[config.mk]
export PLATFORM = sky130hd
export DESIGN_NAME = page_frame_assigner
export DESIGN_NICKNAME = d
export VERILOG_FILES = /design/src/rtl/pfa_pkg.sv /design/src/rtl/pfa_ram.sv /design/src/rtl/pfa_front.sv /design/src/rtl/pfa_queue.sv /design/src/rtl/pfa_back.sv /design/src/rtl/page_frame_assigner.sv
export SDC_FILE = /design/constraint.sdc
export NUM_CORES = 1
export LEC_CHECK = 0
export ABC_AREA = 1
export BUFFER_PORTS_ARGS = -buffer_cell sky130_fd_sc_hd__buf_4
export CAP_MARGIN = 20
export CELL_PAD_IN_SITES_DETAIL_PLACEMENT = 0
export CELL_PAD_IN_SITES_GLOBAL_PLACEMENT = 1
export CORE_ASPECT_RATIO = 1.5
export CORE_UTILIZATION = 53
export CTS_BUF_LIST = sky130_fd_sc_hd__clkbuf_16
export DETAILED_ROUTE_END_ITERATION = 10
export HOLD_SLACK_MARGIN = 0.05
export PLACE_DENSITY = 0.9
export SLEW_MARGIN = 20
export SYNTH_ARGS = -nofsm -noshare
export SYNTH_HDL_FRONTEND = slang
export SYNTH_SLANG_ARGS = --single-unit
[constraint.sdc]
create_clock -name clk -period 7.9 [get_ports clk]
set_input_delay 1.58 -clock clk [delete_from_list [all_inputs] [get_ports clk]]
set_output_delay 1.58 -clock clk [all_outputs]
set_load 0.05 [all_outputs]
[src/rtl/pfa_pkg.sv]
// Shared types and constants for the page frame assigner.
// Used by every module of the block but pfa_ram; depends on nothing.
package pfa_pkg;

    // Default sizes of the frame map and of one allocation.
    localparam int MAX_FRAMES_DEF = 256;
    localparam int MAX_PAGES_DEF  = 64;

    // Fixed field widths of the block's ports.
    localparam int PAGE_SIZE_W   = 16;
    localparam int FRAME_COUNT_W = 9;
    localparam int FRAME_IDX_W   = 8;
    localparam int PROC_SIZE_W   = 14;
    localparam int PAGE_NUM_W    = 7;
    localparam int CFG_DATA_W    = 16;
    localparam int CFG_INDEX_W   = 1;

    // Smallest page size, the first frame that may be assigned, and the frame count limits.
    localparam logic [PAGE_SIZE_W-1:0]   MIN_PAGE_SIZE   = 16'd128;
    localparam logic [FRAME_COUNT_W-1:0] FIRST_FRAME     = 9'd3;
    localparam logic [FRAME_COUNT_W-1:0] MIN_FRAME_COUNT = 9'd4;
    localparam logic [FRAME_COUNT_W-1:0] FRAME_COUNT_RST = 9'd256;

    // Configuration register indexes.
    localparam logic [CFG_INDEX_W-1:0] CFG_PAGE_SIZE   = 1'b0;
    localparam logic [CFG_INDEX_W-1:0] CFG_FRAME_COUNT = 1'b1;

    // Word kinds.
    localparam logic KIND_MAP   = 1'b0;
    localparam logic KIND_ALLOC = 1'b1;

    // Number of commands held between the front and back parts.
    localparam int QUEUE_DEPTH = 2;

    // Classified command handed from the front part to the back part.
    typedef struct packed {
        logic                   kind;
        logic [FRAME_IDX_W-1:0] frame_index;
        logic                   frame_used;
    } pfa_cmd_t;

endpackage

[src/rtl/pfa_ram.sv]
// Generic single-write, single-read RAM with a registered read port.
// Depends on nothing.
module pfa_ram #(
    parameter int WIDTH = 1,
    parameter int DEPTH = 256
) (
    input  logic                     clk,
    input  logic                     we,
    input  logic [$clog2(DEPTH)-1:0] waddr,
    input  logic [WIDTH-1:0]         wdata,
    input  logic                     re,
    input  logic [$clog2(DEPTH)-1:0] raddr,
    output logic [WIDTH-1:0]         rdata
);

    logic [WIDTH-1:0] mem [DEPTH];
    logic [WIDTH-1:0] rdata_reg;

    // Write port and registered read port.
    always_ff @(posedge clk)
    begin
        if (we)
        begin
            mem[waddr] <= wdata;
        end
        if (re)
        begin
            rdata_reg <= mem[raddr];
        end
    end

    assign rdata = rdata_reg;

endmodule

[src/rtl/pfa_front.sv]
// Front part: accepts input words, computes the page count of an allocation
// with a serial divider, and pushes classified commands. Depends on pfa_pkg.
module pfa_front
    import pfa_pkg::*;
#(
    parameter int MAX_PAGES = MAX_PAGES_DEF,
    localparam int PG_W = $clog2(MAX_PAGES + 1)
) (
    input  logic                   clk,
    input  logic                   rst_n,
    input  logic                   in_valid,
    output logic                   in_stall,
    input  logic                   kind,
    input  logic [FRAME_IDX_W-1:0] frame_index,
    input  logic                   frame_used,
    input  logic [PROC_SIZE_W-1:0] process_size,
    input  logic [PAGE_SIZE_W-1:0] page_size,
    input  logic                   q_full,
    output logic                   push,
    output pfa_cmd_t               push_cmd,
    output logic [PG_W-1:0]        push_pages
);

    typedef enum logic [2:0] {
        F_IDLE = 3'b001,
        F_DIV  = 3'b010,
        F_PUSH = 3'b100
    } front_state_t;

    localparam int STEP_W = $clog2(PROC_SIZE_W);
    localparam logic [STEP_W-1:0] LAST_STEP = STEP_W'(PROC_SIZE_W - 1);

    front_state_t            state_reg, state_next;
    logic [STEP_W-1:0]       step_reg, step_next;
    logic [PROC_SIZE_W-1:0]  dq_reg, dq_next;
    logic [PAGE_SIZE_W-1:0]  rem_reg, rem_next;
    logic [PAGE_SIZE_W-1:0]  eff_page;
    logic [PAGE_SIZE_W:0]    rem_shift;
    logic                    fits;
    logic [PROC_SIZE_W:0]    raw_pages;
    logic [PG_W-1:0]         sat_pages;
    logic                    accept;

    // Pages are never smaller than the minimum page size.
    assign eff_page = (page_size < MIN_PAGE_SIZE) ? MIN_PAGE_SIZE : page_size;

    // One restoring division step per cycle.
    assign rem_shift = {rem_reg, dq_reg[PROC_SIZE_W-1]};
    assign fits      = rem_shift >= {1'b0, eff_page};

    // Page count rounded up and limited to one allocation's worth.
    assign raw_pages = {1'b0, dq_reg} + {{PROC_SIZE_W{1'b0}}, (rem_reg != '0)};
    always_comb
    begin
        if (32'(raw_pages) > MAX_PAGES)
        begin
            sat_pages = PG_W'(MAX_PAGES);
        end
        else
        begin
            sat_pages = PG_W'(raw_pages);
        end
    end

    assign in_stall = (state_reg != F_IDLE) || q_full;
    assign accept   = in_valid && !in_stall;

    // Map words go straight to the queue; allocations after the division.
    always_comb
    begin
        push_cmd.kind        = kind;
        push_cmd.frame_index = frame_index;
        push_cmd.frame_used  = frame_used;
        push_pages           = '0;
        push                 = 1'b0;
        if (state_reg == F_PUSH)
        begin
            push_cmd.kind = KIND_ALLOC;
            push_pages    = sat_pages;
            push          = (raw_pages != '0) && !q_full;
        end
        else if (accept && (kind == KIND_MAP))
        begin
            push = 1'b1;
        end
    end

    // Sequencer for the divider.
    always_comb
    begin
        state_next = state_reg;
        step_next  = step_reg;
        dq_next    = dq_reg;
        rem_next   = rem_reg;
        unique case (state_reg)
            F_IDLE:
            begin
                if (accept && (kind == KIND_ALLOC))
                begin
                    dq_next    = process_size;
                    rem_next   = '0;
                    step_next  = '0;
                    state_next = F_DIV;
                end
            end
            F_DIV:
            begin
                dq_next   = {dq_reg[PROC_SIZE_W-2:0], fits};
                rem_next  = fits ? PAGE_SIZE_W'(rem_shift - {1'b0, eff_page})
                                 : PAGE_SIZE_W'(rem_shift);
                step_next = step_reg + 1'b1;
                if (step_reg == LAST_STEP)
                begin
                    state_next = F_PUSH;
                end
            end
            F_PUSH:
            begin
                // An empty process produces no command at all.
                if ((raw_pages == '0) || !q_full)
                begin
                    state_next = F_IDLE;
                end
            end
            default:
            begin
                state_next = F_IDLE;
            end
        endcase
    end

    always_ff @(posedge clk or negedge rst_n)
    begin
        if (!rst_n)
        begin
            state_reg <= F_IDLE;
            step_reg  <= '0;
        end
        else
        begin
            state_reg <= state_next;
            step_reg  <= step_next;
        end
    end

    always_ff @(posedge clk)
    begin
        dq_reg  <= dq_next;
        rem_reg <= rem_next;
    end

endmodule

[src/rtl/pfa_queue.sv]
// Short command queue between the front and back parts.
// Depends on pfa_pkg for its depth.
module pfa_queue
    import pfa_pkg::*;
#(
    parameter int WIDTH = 8
) (
    input  logic             clk,
    input  logic             rst_n,
    input  logic             push,
    input  logic [WIDTH-1:0] push_data,
    output logic             full,
    input  logic             pop,
    output logic [WIDTH-1:0] pop_data,
    output logic             not_empty
);

    localparam int PTR_W = $clog2(QUEUE_DEPTH);
    localparam int CNT_W = $clog2(QUEUE_DEPTH + 1);

    logic [WIDTH-1:0] entry_reg [QUEUE_DEPTH];
    logic [PTR_W-1:0] wptr_reg, rptr_reg;
    logic [CNT_W-1:0] count_reg;

    assign full      = (32'(count_reg) == QUEUE_DEPTH);
    assign not_empty = (count_reg != '0);
    assign pop_data  = entry_reg[rptr_reg];

    // Pointers and fill count.
    always_ff @(posedge clk or negedge rst_n)
    begin
        if (!rst_n)
        begin
            wptr_reg  <= '0;
            rptr_reg  <= '0;
            count_reg <= '0;
        end
        else
        begin
            if (push)
            begin
                wptr_reg <= (32'(wptr_reg) == QUEUE_DEPTH - 1) ? '0 : wptr_reg + 1'b1;
            end
            if (pop)
            begin
                rptr_reg <= (32'(rptr_reg) == QUEUE_DEPTH - 1) ? '0 : rptr_reg + 1'b1;
            end
            if (push && !pop)
            begin
                count_reg <= count_reg + 1'b1;
            end
            else if (pop && !push)
            begin
                count_reg <= count_reg - 1'b1;
            end
        end
    end

    // Entry storage.
    always_ff @(posedge clk)
    begin
        if (push)
        begin
            entry_reg[wptr_reg] <= push_data;
        end
    end

endmodule

[src/rtl/pfa_back.sv]
// Back part: holds the frame map, scans it for free frames, falls back to
// round-robin sharing, and drives the output word. Depends on pfa_pkg, pfa_ram.
module pfa_back
    import pfa_pkg::*;
#(
    parameter int MAX_FRAMES = MAX_FRAMES_DEF,
    parameter int MAX_PAGES  = MAX_PAGES_DEF,
    localparam int PG_W = $clog2(MAX_PAGES + 1)
) (
    input  logic                     clk,
    input  logic                     rst_n,
    input  logic [FRAME_COUNT_W-1:0] frame_count,
    input  logic                     q_not_empty,
    input  pfa_cmd_t                 q_cmd,
    input  logic [PG_W-1:0]          q_pages,
    output logic                     q_pop,
    output logic                     out_valid,
    input  logic                     out_stall,
    output logic [PAGE_NUM_W-1:0]    page_number,
    output logic [FRAME_IDX_W-1:0]   frame_number,
    output logic                     last
);

    typedef enum logic [3:0] {
        B_IDLE  = 4'b0001,
        B_READ  = 4'b0010,
        B_CHECK = 4'b0100,
        B_WRAP  = 4'b1000
    } back_state_t;

    // Only frames below MAP_DEPTH (at most 256) can be loaded; the rest always read as free.
    localparam int MAP_DEPTH = (MAX_FRAMES > 256) ? 256 : MAX_FRAMES;
    localparam int MAP_AW    = $clog2(MAP_DEPTH);
    localparam int MAX_FC    = (MAX_FRAMES > 511) ? 511 : MAX_FRAMES;

    back_state_t              state_reg, state_next;
    logic [FRAME_COUNT_W-1:0] frame_reg, frame_next;
    logic [PG_W-1:0]          placed_reg, placed_next;
    logic [PG_W-1:0]          pages_reg, pages_next;
    logic [MAP_DEPTH-1:0]     map_vld_reg;
    logic                     vld_rd_reg;
    logic                     out_valid_reg;
    logic [PAGE_NUM_W-1:0]    out_page_reg;
    logic [FRAME_IDX_W-1:0]   out_frame_reg;
    logic                     out_last_reg;

    logic [FRAME_COUNT_W-1:0] fc_eff;
    logic [FRAME_COUNT_W-1:0] frame_inc;
    logic [31:0]              page_num_full;
    logic                     is_last;
    logic                     out_free;
    logic                     emit;
    logic                     map_we;
    logic                     rd_en;
    logic                     in_map;
    logic [0:0]               rd_data;
    logic                     frame_busy;

    // Frame count limited to the range MIN_FRAME_COUNT to MAX_FC.
    always_comb
    begin
        if (frame_count < MIN_FRAME_COUNT)
        begin
            fc_eff = MIN_FRAME_COUNT;
        end
        else if (32'(frame_count) > MAX_FC)
        begin
            fc_eff = FRAME_COUNT_W'(MAX_FC);
        end
        else
        begin
            fc_eff = frame_count;
        end
    end

    assign frame_inc     = frame_reg + 1'b1;
    assign page_num_full = 32'(placed_reg) + 32'd1;
    assign is_last       = (page_num_full == 32'(pages_reg));
    assign out_free      = !out_valid_reg || !out_stall;
    assign in_map        = (32'(frame_reg) < MAP_DEPTH);
    assign frame_busy    = rd_data[0] && vld_rd_reg;

    // Map loads are carried out as soon as they leave the queue.
    assign q_pop  = (state_reg == B_IDLE) && q_not_empty;
    assign map_we = q_pop && (q_cmd.kind == KIND_MAP)
                    && (32'(q_cmd.frame_index) < MAP_DEPTH);
    assign rd_en  = (state_reg == B_READ) && (frame_reg < fc_eff);

    pfa_ram #(
        .WIDTH (1),
        .DEPTH (MAP_DEPTH)
    ) u_map_ram (
        .clk   (clk),
        .we    (map_we),
        .waddr (q_cmd.frame_index[MAP_AW-1:0]),
        .wdata (q_cmd.frame_used),
        .re    (rd_en),
        .raddr (frame_reg[MAP_AW-1:0]),
        .rdata (rd_data)
    );

    // Allocation sequencer: free-frame scan, then round-robin fill.
    always_comb
    begin
        state_next  = state_reg;
        frame_next  = frame_reg;
        placed_next = placed_reg;
        pages_next  = pages_reg;
        emit        = 1'b0;
        unique case (state_reg)
            B_IDLE:
            begin
                if (q_pop && (q_cmd.kind == KIND_ALLOC))
                begin
                    pages_next  = q_pages;
                    placed_next = '0;
                    frame_next  = FIRST_FRAME;
                    state_next  = B_READ;
                end
            end
            B_READ:
            begin
                if (frame_reg < fc_eff)
                begin
                    state_next = B_CHECK;
                end
                else
                begin
                    frame_next = FIRST_FRAME;
                    state_next = B_WRAP;
                end
            end
            B_CHECK:
            begin
                if (frame_busy)
                begin
                    frame_next = frame_inc;
                    state_next = B_READ;
                end
                else if (out_free)
                begin
                    emit        = 1'b1;
                    placed_next = placed_reg + 1'b1;
                    frame_next  = frame_inc;
                    state_next  = is_last ? B_IDLE : B_READ;
                end
            end
            B_WRAP:
            begin
                if (out_free)
                begin
                    emit        = 1'b1;
                    placed_next = placed_reg + 1'b1;
                    frame_next  = (frame_inc >= fc_eff) ? FIRST_FRAME : frame_inc;
                    if (is_last)
                    begin
                        state_next = B_IDLE;
                    end
                end
            end
            default:
            begin
                state_next = B_IDLE;
            end
        endcase
    end

    // Control state, map valid bits and the output word's valid flag.
    always_ff @(posedge clk or negedge rst_n)
    begin
        if (!rst_n)
        begin
            state_reg     <= B_IDLE;
            map_vld_reg   <= '0;
            out_valid_reg <= 1'b0;
        end
        else
        begin
            state_reg <= state_next;
            if (map_we)
            begin
                map_vld_reg[q_cmd.frame_index[MAP_AW-1:0]] <= 1'b1;
            end
            if (emit)
            begin
                out_valid_reg <= 1'b1;
            end
            else if (!out_stall)
            begin
                out_valid_reg <= 1'b0;
            end
        end
    end

    // Scan position and the output payload.
    always_ff @(posedge clk)
    begin
        frame_reg  <= frame_next;
        placed_reg <= placed_next;
        pages_reg  <= pages_next;
        if (rd_en)
        begin
            vld_rd_reg <= in_map && map_vld_reg[frame_reg[MAP_AW-1:0]];
        end
        if (emit)
        begin
            out_page_reg  <= page_num_full[PAGE_NUM_W-1:0];
            out_frame_reg <= frame_reg[FRAME_IDX_W-1:0];
            out_last_reg  <= is_last;
        end
    end

    assign out_valid    = out_valid_reg;
    assign page_number  = out_page_reg;
    assign frame_number = out_frame_reg;
    assign last         = out_last_reg;

endmodule

[src/rtl/page_frame_assigner.sv]
// Top level of the page frame assigner: configuration registers, front part,
// command queue and back part. Depends on pfa_pkg, pfa_front, pfa_queue, pfa_back.
//
// A map word (kind 0) sets or clears the used bit of one frame. An allocate
// word (kind 1) first runs a serial divider that gives the page count,
// ceil(process_size / page_size) with page sizes below 128 taken as 128,
// capped at MAX_PAGES. The back part then walks the map from frame 3 upward,
// reading each frame through the map RAM's registered read and then checking
// it, handing each free frame to the next page; pages left over take frames
// 3 .. frame_count-1 in turn at one word per cycle while out_stall is low. A
// two-entry queue lets the front accept the next word while the back is still
// working. Allocations never change the map. Configuration is written through
// cfg_we, cfg_index and cfg_data: index 0 is page_size, index 1 is frame_count.
module page_frame_assigner
    import pfa_pkg::*;
#(
    parameter int MAX_FRAMES = MAX_FRAMES_DEF,
    parameter int MAX_PAGES  = MAX_PAGES_DEF
) (
    input  logic                   clk,
    input  logic                   rst_n,
    input  logic                   cfg_we,
    input  logic [CFG_INDEX_W-1:0] cfg_index,
    input  logic [CFG_DATA_W-1:0]  cfg_data,
    input  logic                   in_valid,
    output logic                   in_stall,
    input  logic                   kind,
    input  logic [FRAME_IDX_W-1:0] frame_index,
    input  logic                   frame_used,
    input  logic [PROC_SIZE_W-1:0] process_size,
    output logic                   out_valid,
    input  logic                   out_stall,
    output logic [PAGE_NUM_W-1:0]  page_number,
    output logic [FRAME_IDX_W-1:0] frame_number,
    output logic                   last
);

    localparam int PG_W = $clog2(MAX_PAGES + 1);
    localparam int Q_W  = PG_W + $bits(pfa_cmd_t);

    logic [PAGE_SIZE_W-1:0]   page_size_reg;
    logic [FRAME_COUNT_W-1:0] frame_count_reg;

    logic            push, q_full, q_pop, q_not_empty;
    pfa_cmd_t        push_cmd, pop_cmd;
    logic [PG_W-1:0] push_pages, pop_pages;
    logic [Q_W-1:0]  pop_data;

    // Configuration registers.
    always_ff @(posedge clk or negedge rst_n)
    begin
        if (!rst_n)
        begin
            page_size_reg   <= MIN_PAGE_SIZE;
            frame_count_reg <= FRAME_COUNT_RST;
        end
        else if (cfg_we)
        begin
            unique case (cfg_index)
                CFG_PAGE_SIZE:
                begin
                    page_size_reg <= cfg_data[PAGE_SIZE_W-1:0];
                end
                CFG_FRAME_COUNT:
                begin
                    frame_count_reg <= cfg_data[FRAME_COUNT_W-1:0];
                end
                default:
                begin
                    page_size_reg <= page_size_reg;
                end
            endcase
        end
    end

    pfa_front #(
        .MAX_PAGES (MAX_PAGES)
    ) u_front (
        .clk          (clk),
        .rst_n        (rst_n),
        .in_valid     (in_valid),
        .in_stall     (in_stall),
        .kind         (kind),
        .frame_index  (frame_index),
        .frame_used   (frame_used),
        .process_size (process_size),
        .page_size    (page_size_reg),
        .q_full       (q_full),
        .push         (push),
        .push_cmd     (push_cmd),
        .push_pages   (push_pages)
    );

    pfa_queue #(
        .WIDTH (Q_W)
    ) u_queue (
        .clk       (clk),
        .rst_n     (rst_n),
        .push      (push),
        .push_data ({push_pages, push_cmd}),
        .full      (q_full),
        .pop       (q_pop),
        .pop_data  (pop_data),
        .not_empty (q_not_empty)
    );

    // Split the queued command back into its parts.
    assign pop_pages = pop_data[Q_W-1 -: PG_W];
    assign pop_cmd   = pfa_cmd_t'(pop_data[$bits(pfa_cmd_t)-1:0]);

    pfa_back #(
        .MAX_FRAMES (MAX_FRAMES),
        .MAX_PAGES  (MAX_PAGES)
    ) u_back (
        .clk          (clk),
        .rst_n        (rst_n),
        .frame_count  (frame_count_reg),
        .q_not_empty  (q_not_empty),
        .q_cmd        (pop_cmd),
        .q_pages      (pop_pages),
        .q_pop        (q_pop),
        .out_valid    (out_valid),
        .out_stall    (out_stall),
        .page_number  (page_number),
        .frame_number (frame_number),
        .last         (last)
    );

endmodule
==> flow_results.org <==
** Outcome
- Run status :: completed

** STA
- The worst path meets setup with a little under 4 ns of slack.
- Remaining max-slew budget at the tightest pin :: approximately 16%
- Unrepaired setup endpoints after global routing :: false
- For the final routed database, the setup TNS stands at 0 ns.
- Number of pins exceeding their max-slew limit in the final report :: 0
- Setup violations remaining at the end of the flow were counted as 0.
- The hold violation total from the final report came to 0.
- Crit path time final :: 3.97 ns
- Maximum achievable frequency :: roughly 0.25 GHz
- Final worst path period share :: 50.3%
- At the pin with the least slew margin, the transition time is approximately 1.3 ns.
- Setup Skew :: 0.0328 ns

** Synthesis
- After synthesis, the mean cell area works out to 9.49 um2.
- Post-synth top flop :: sky130_fd_sc_hd__edfxtp_1
- Summing every instance area after synthesis gives 29900 um2.
- Proportion of synthesized flip-flops having asynchronous set or reset :: 45.1%
- Synthesized netlist net count :: 3240
- After synthesis the netlist holds a flip-flop and latch count of between 600 and 700.
- Number of distinct library cells after synthesis :: 44
- Sequential elements use around three fifths of the synthesized area.
- The Yosys step of the flow raised 0 warnings.
- Counting flops with a built-in enable in the synthesized netlist gives 361.
- Synthesis produced a netlist whose cell count is 3154.

** Clocking
- # resized after CTS :: 0
- The clock reaches the later pin of the worst-skew pair after 0.64 ns.
- CTS saw 658 sinks.
- Post-CTS Setup Inserts :: 0
- H-tree levels :: 2
- TritonCTS built the clock tree.
- No sink is reached through more buffers than the 3 on the longest clock path.
- The tree is rooted in a sky130_fd_sc_hd__clkbuf_16.
- After clock tree synthesis, the clock-pin slew on the worst setup and hold paths is about 0.070 ns.
- After clock tree synthesis, the flow added hold-fix buffers numbering 0.
- Number of buffers created by CTS :: between 50 and 60

** Die
- Die Width :: 196 um
- Core Box Area :: 55800 um2
- The floorplan has 106 rows.
- The floorplan step defined a die boundary enclosing around 57000 um2.
- For this design the top-level I/O count stands at 64.
- The initial utilization of the core area, before any placement, comes to 53.6%.
- Die extent in y :: 293 um

** Routing
- 1st-pass router iterations :: 6
- Detailed route wirelength on metal2 :: 40400 um
- Dividing the detail-routed via count by the number of cells gives 5.72.
- After detailed routing, the number of remaining DRC violations is 0.
- After detailed routing, the total wire length is 79300 um.
- Vias :: 22500
- Count of antenna-violating nets left after detailed routing :: 0
- The first routing iteration left 1836 violations.
- Highest layer used for signal routing :: met4
- After detailed routing, the wire length on met1 is around 30000 um.
- After detailed routing, the average wire length per cell comes to 20.1 um.
- Met3 layer wire length in the routed design :: 4360 um

** Pwr
- Max rail drop VDD :: approximately 320 uV
- Reported leakage power :: 0.0142 uW
- Power spread over the standard cell area amounts to 329 nW/um2.

** GRT
- Aggregate global routing overflow :: 0
- Pin count of the biggest net entering global routing :: 241
- GRT Overall Usage :: between 20% and 30%
- The number of global-route vias before repair is 22700.
- The first global-routing pass estimated 125000 um of wire.
- The number of antenna violations at the first check in global routing was 0.

** Finish
- Fraction of layout cells with a size suffix above 1 :: roughly 11%
- After the last flow step, the layout net total stands at 3224.
- Compared with the post-synthesis result, the final layout area differs by 9.87%.
- The top cell types in the final layout, fill and taps aside, are sky130_fd_sc_hd__nand2_1 (685), sky130_fd_sc_hd__nor2_1 (392), sky130_fd_sc_hd__edfxtp_1 (361).
- The number of antenna diodes in the final layout is 0.
- Once layout is complete, the cells apart from fillers number between 3000 and 4000.
- Most frequent standard cell in the layout excluding fill and tap cells :: sky130_fd_sc_hd__nand2_1

** Job
- Max-cap violations :: 0

** Setup path
- Crit path max fanout :: 19
- Crit Path Class :: reg2reg
- Category of the worst setup path launch point :: register
- Critical path arrival :: 4.47 ns
- Critical Path Sink Type :: register
- At the worst endpoint, the required time is 8.40 ns.

** Placed design
- Including well taps, the total number of placed cells is 3831.
- Placer Congestion :: about 0.94
- DPL Wire Length :: 48700 um
- Minimum setup slack after placement :: roughly 3.6 ns
- Count of buffers inserted at the top-level ports :: 63

** Hold path
- The tightest min-delay check is of the reg2reg type.
## metal layers
layer | vias to the layer above | GRT usage (%)
li1 | 10400 | -
met1 | 11200 | 33.5
met2 | 790 | 49.8
met3 | 199 | 3.65
met4 | 0 | 14.8
met5 | - | 0
## through the flow
step	hold WS (ns)	instance area [um2]	utilization (%)	power, uW
final	0.456	32900	58.9	10800
after global routing	0.474	32900	58.9	11400
after CTS	0.458	32900	58.9	10800
after detailed placement	0.442	30900	55.4	7960
after global placement	0.435	30900	55.4	7870
after floorplan	0.424	29900	-	6900
## final timing paths
kind	from	end	slack (ns)	depth (start not counted)
setup / recovery	page_size_reg[11]$_DFFE_PN0P_	u_front.rem_reg[13]$_SDFFCE_PN0P_	3.93	18
hold / removal	u_back.map_vld_reg[134]$_DFFE_PN0P_	u_back.map_vld_reg[134]$_DFFE_PN0P_	0.46	2
setup reg to reg	page_size_reg[11]$_DFFE_PN0P_	u_front.rem_reg[13]$_SDFFCE_PN0P_	3.93	18
hold reg to reg	u_back.map_vld_reg[134]$_DFFE_PN0P_	u_back.map_vld_reg[134]$_DFFE_PN0P_	0.46	2
max in group asynchronous	rst_n	u_back.map_vld_reg[130]$_DFFE_PN0P_	5.52	2
min in group asynchronous	rst_n	u_back.map_vld_reg[200]$_DFFE_PN0P_	0.93	1
## power breakdown
group          internal, uW  total [uW]  switching, uW
registers              4350        4640            290
logic                   918        3300           2380
clock network          1560        2890           1330
## worst max-delay path, stage by stage, from the launching register on
cell	delay, ns
sky130_fd_sc_hd__dfrtp_1	0.38
sky130_fd_sc_hd__nor4_1	0.37
sky130_fd_sc_hd__nand2_1	0.09
sky130_fd_sc_hd__nor2_1	0.26
sky130_fd_sc_hd__inv_1	0.18
sky130_fd_sc_hd__nand2_1	0.10
sky130_fd_sc_hd__ha_1	0.27
sky130_fd_sc_hd__a21oi_1	0.23
sky130_fd_sc_hd__o21ai_0	0.12
sky130_fd_sc_hd__nand2_1	0.07
sky130_fd_sc_hd__nand3_1	0.10
sky130_fd_sc_hd__nand2_1	0.07
sky130_fd_sc_hd__inv_1	0.05
sky130_fd_sc_hd__o21ai_1	0.18
sky130_fd_sc_hd__nand2_1	0.46
sky130_fd_sc_hd__nor2_1	0.47
sky130_fd_sc_hd__buf_4	0.26
sky130_fd_sc_hd__nand2_1	0.08
sky130_fd_sc_hd__nand2_1	0.07
## synth_stat cells, types with 13 or more instances
master                     count  area [um2]
sky130_fd_sc_hd__nor3_1       16        80.1
sky130_fd_sc_hd__xor2_1       21         184
sky130_fd_sc_hd__a21oi_1     153         766
sky130_fd_sc_hd__edfxtp_1    361       10800
sky130_fd_sc_hd__clkbuf_1    115         432
sky130_fd_sc_hd__nor2_2       17         106
sky130_fd_sc_hd__nand4_1      14        87.6
sky130_fd_sc_hd__o22ai_1      22         138
sky130_fd_sc_hd__nand3_1     230        1150
sky130_fd_sc_hd__a21boi_0     13        97.6
sky130_fd_sc_hd__o211ai_1     19         143
sky130_fd_sc_hd__ha_1         39         488
sky130_fd_sc_hd__o21ai_0     240        1200
sky130_fd_sc_hd__buf_1        15        56.3
sky130_fd_sc_hd__buf_2        34         170
sky130_fd_sc_hd__or2_2       117         732
sky130_fd_sc_hd__inv_1       202         758
sky130_fd_sc_hd__dfrtp_1     293        7330
sky130_fd_sc_hd__nor2_1      393        1480
sky130_fd_sc_hd__nand2_1     688        2580
sky130_fd_sc_hd__or2_1        85         532
## layout make-up
class	count	area [um2]
fillers	4774	22900
inverters	208	786
clock buffers	62	1550
well taps	756	946
multi-input cells	2121	10200
repair buffers	90	736
clock inverters	50	374
flip-flops and latches	658	18300
## cell families (layout without fill, tap and decap cells)
logic type / after synthesis / after routing / share of synthesized area (%)
simple gates: 1590 / 1590 / 23.3
buf+inv: 375 / 410 / 4.88
compound gates: 465 / 465 / 8.27
xor+xnor: 26 / 26 / 0.760
fa+ha+maj: 40 / 40 / 1.70
flops: 658 / 658 / 61.0
Power figures use the tool's default switching activity.
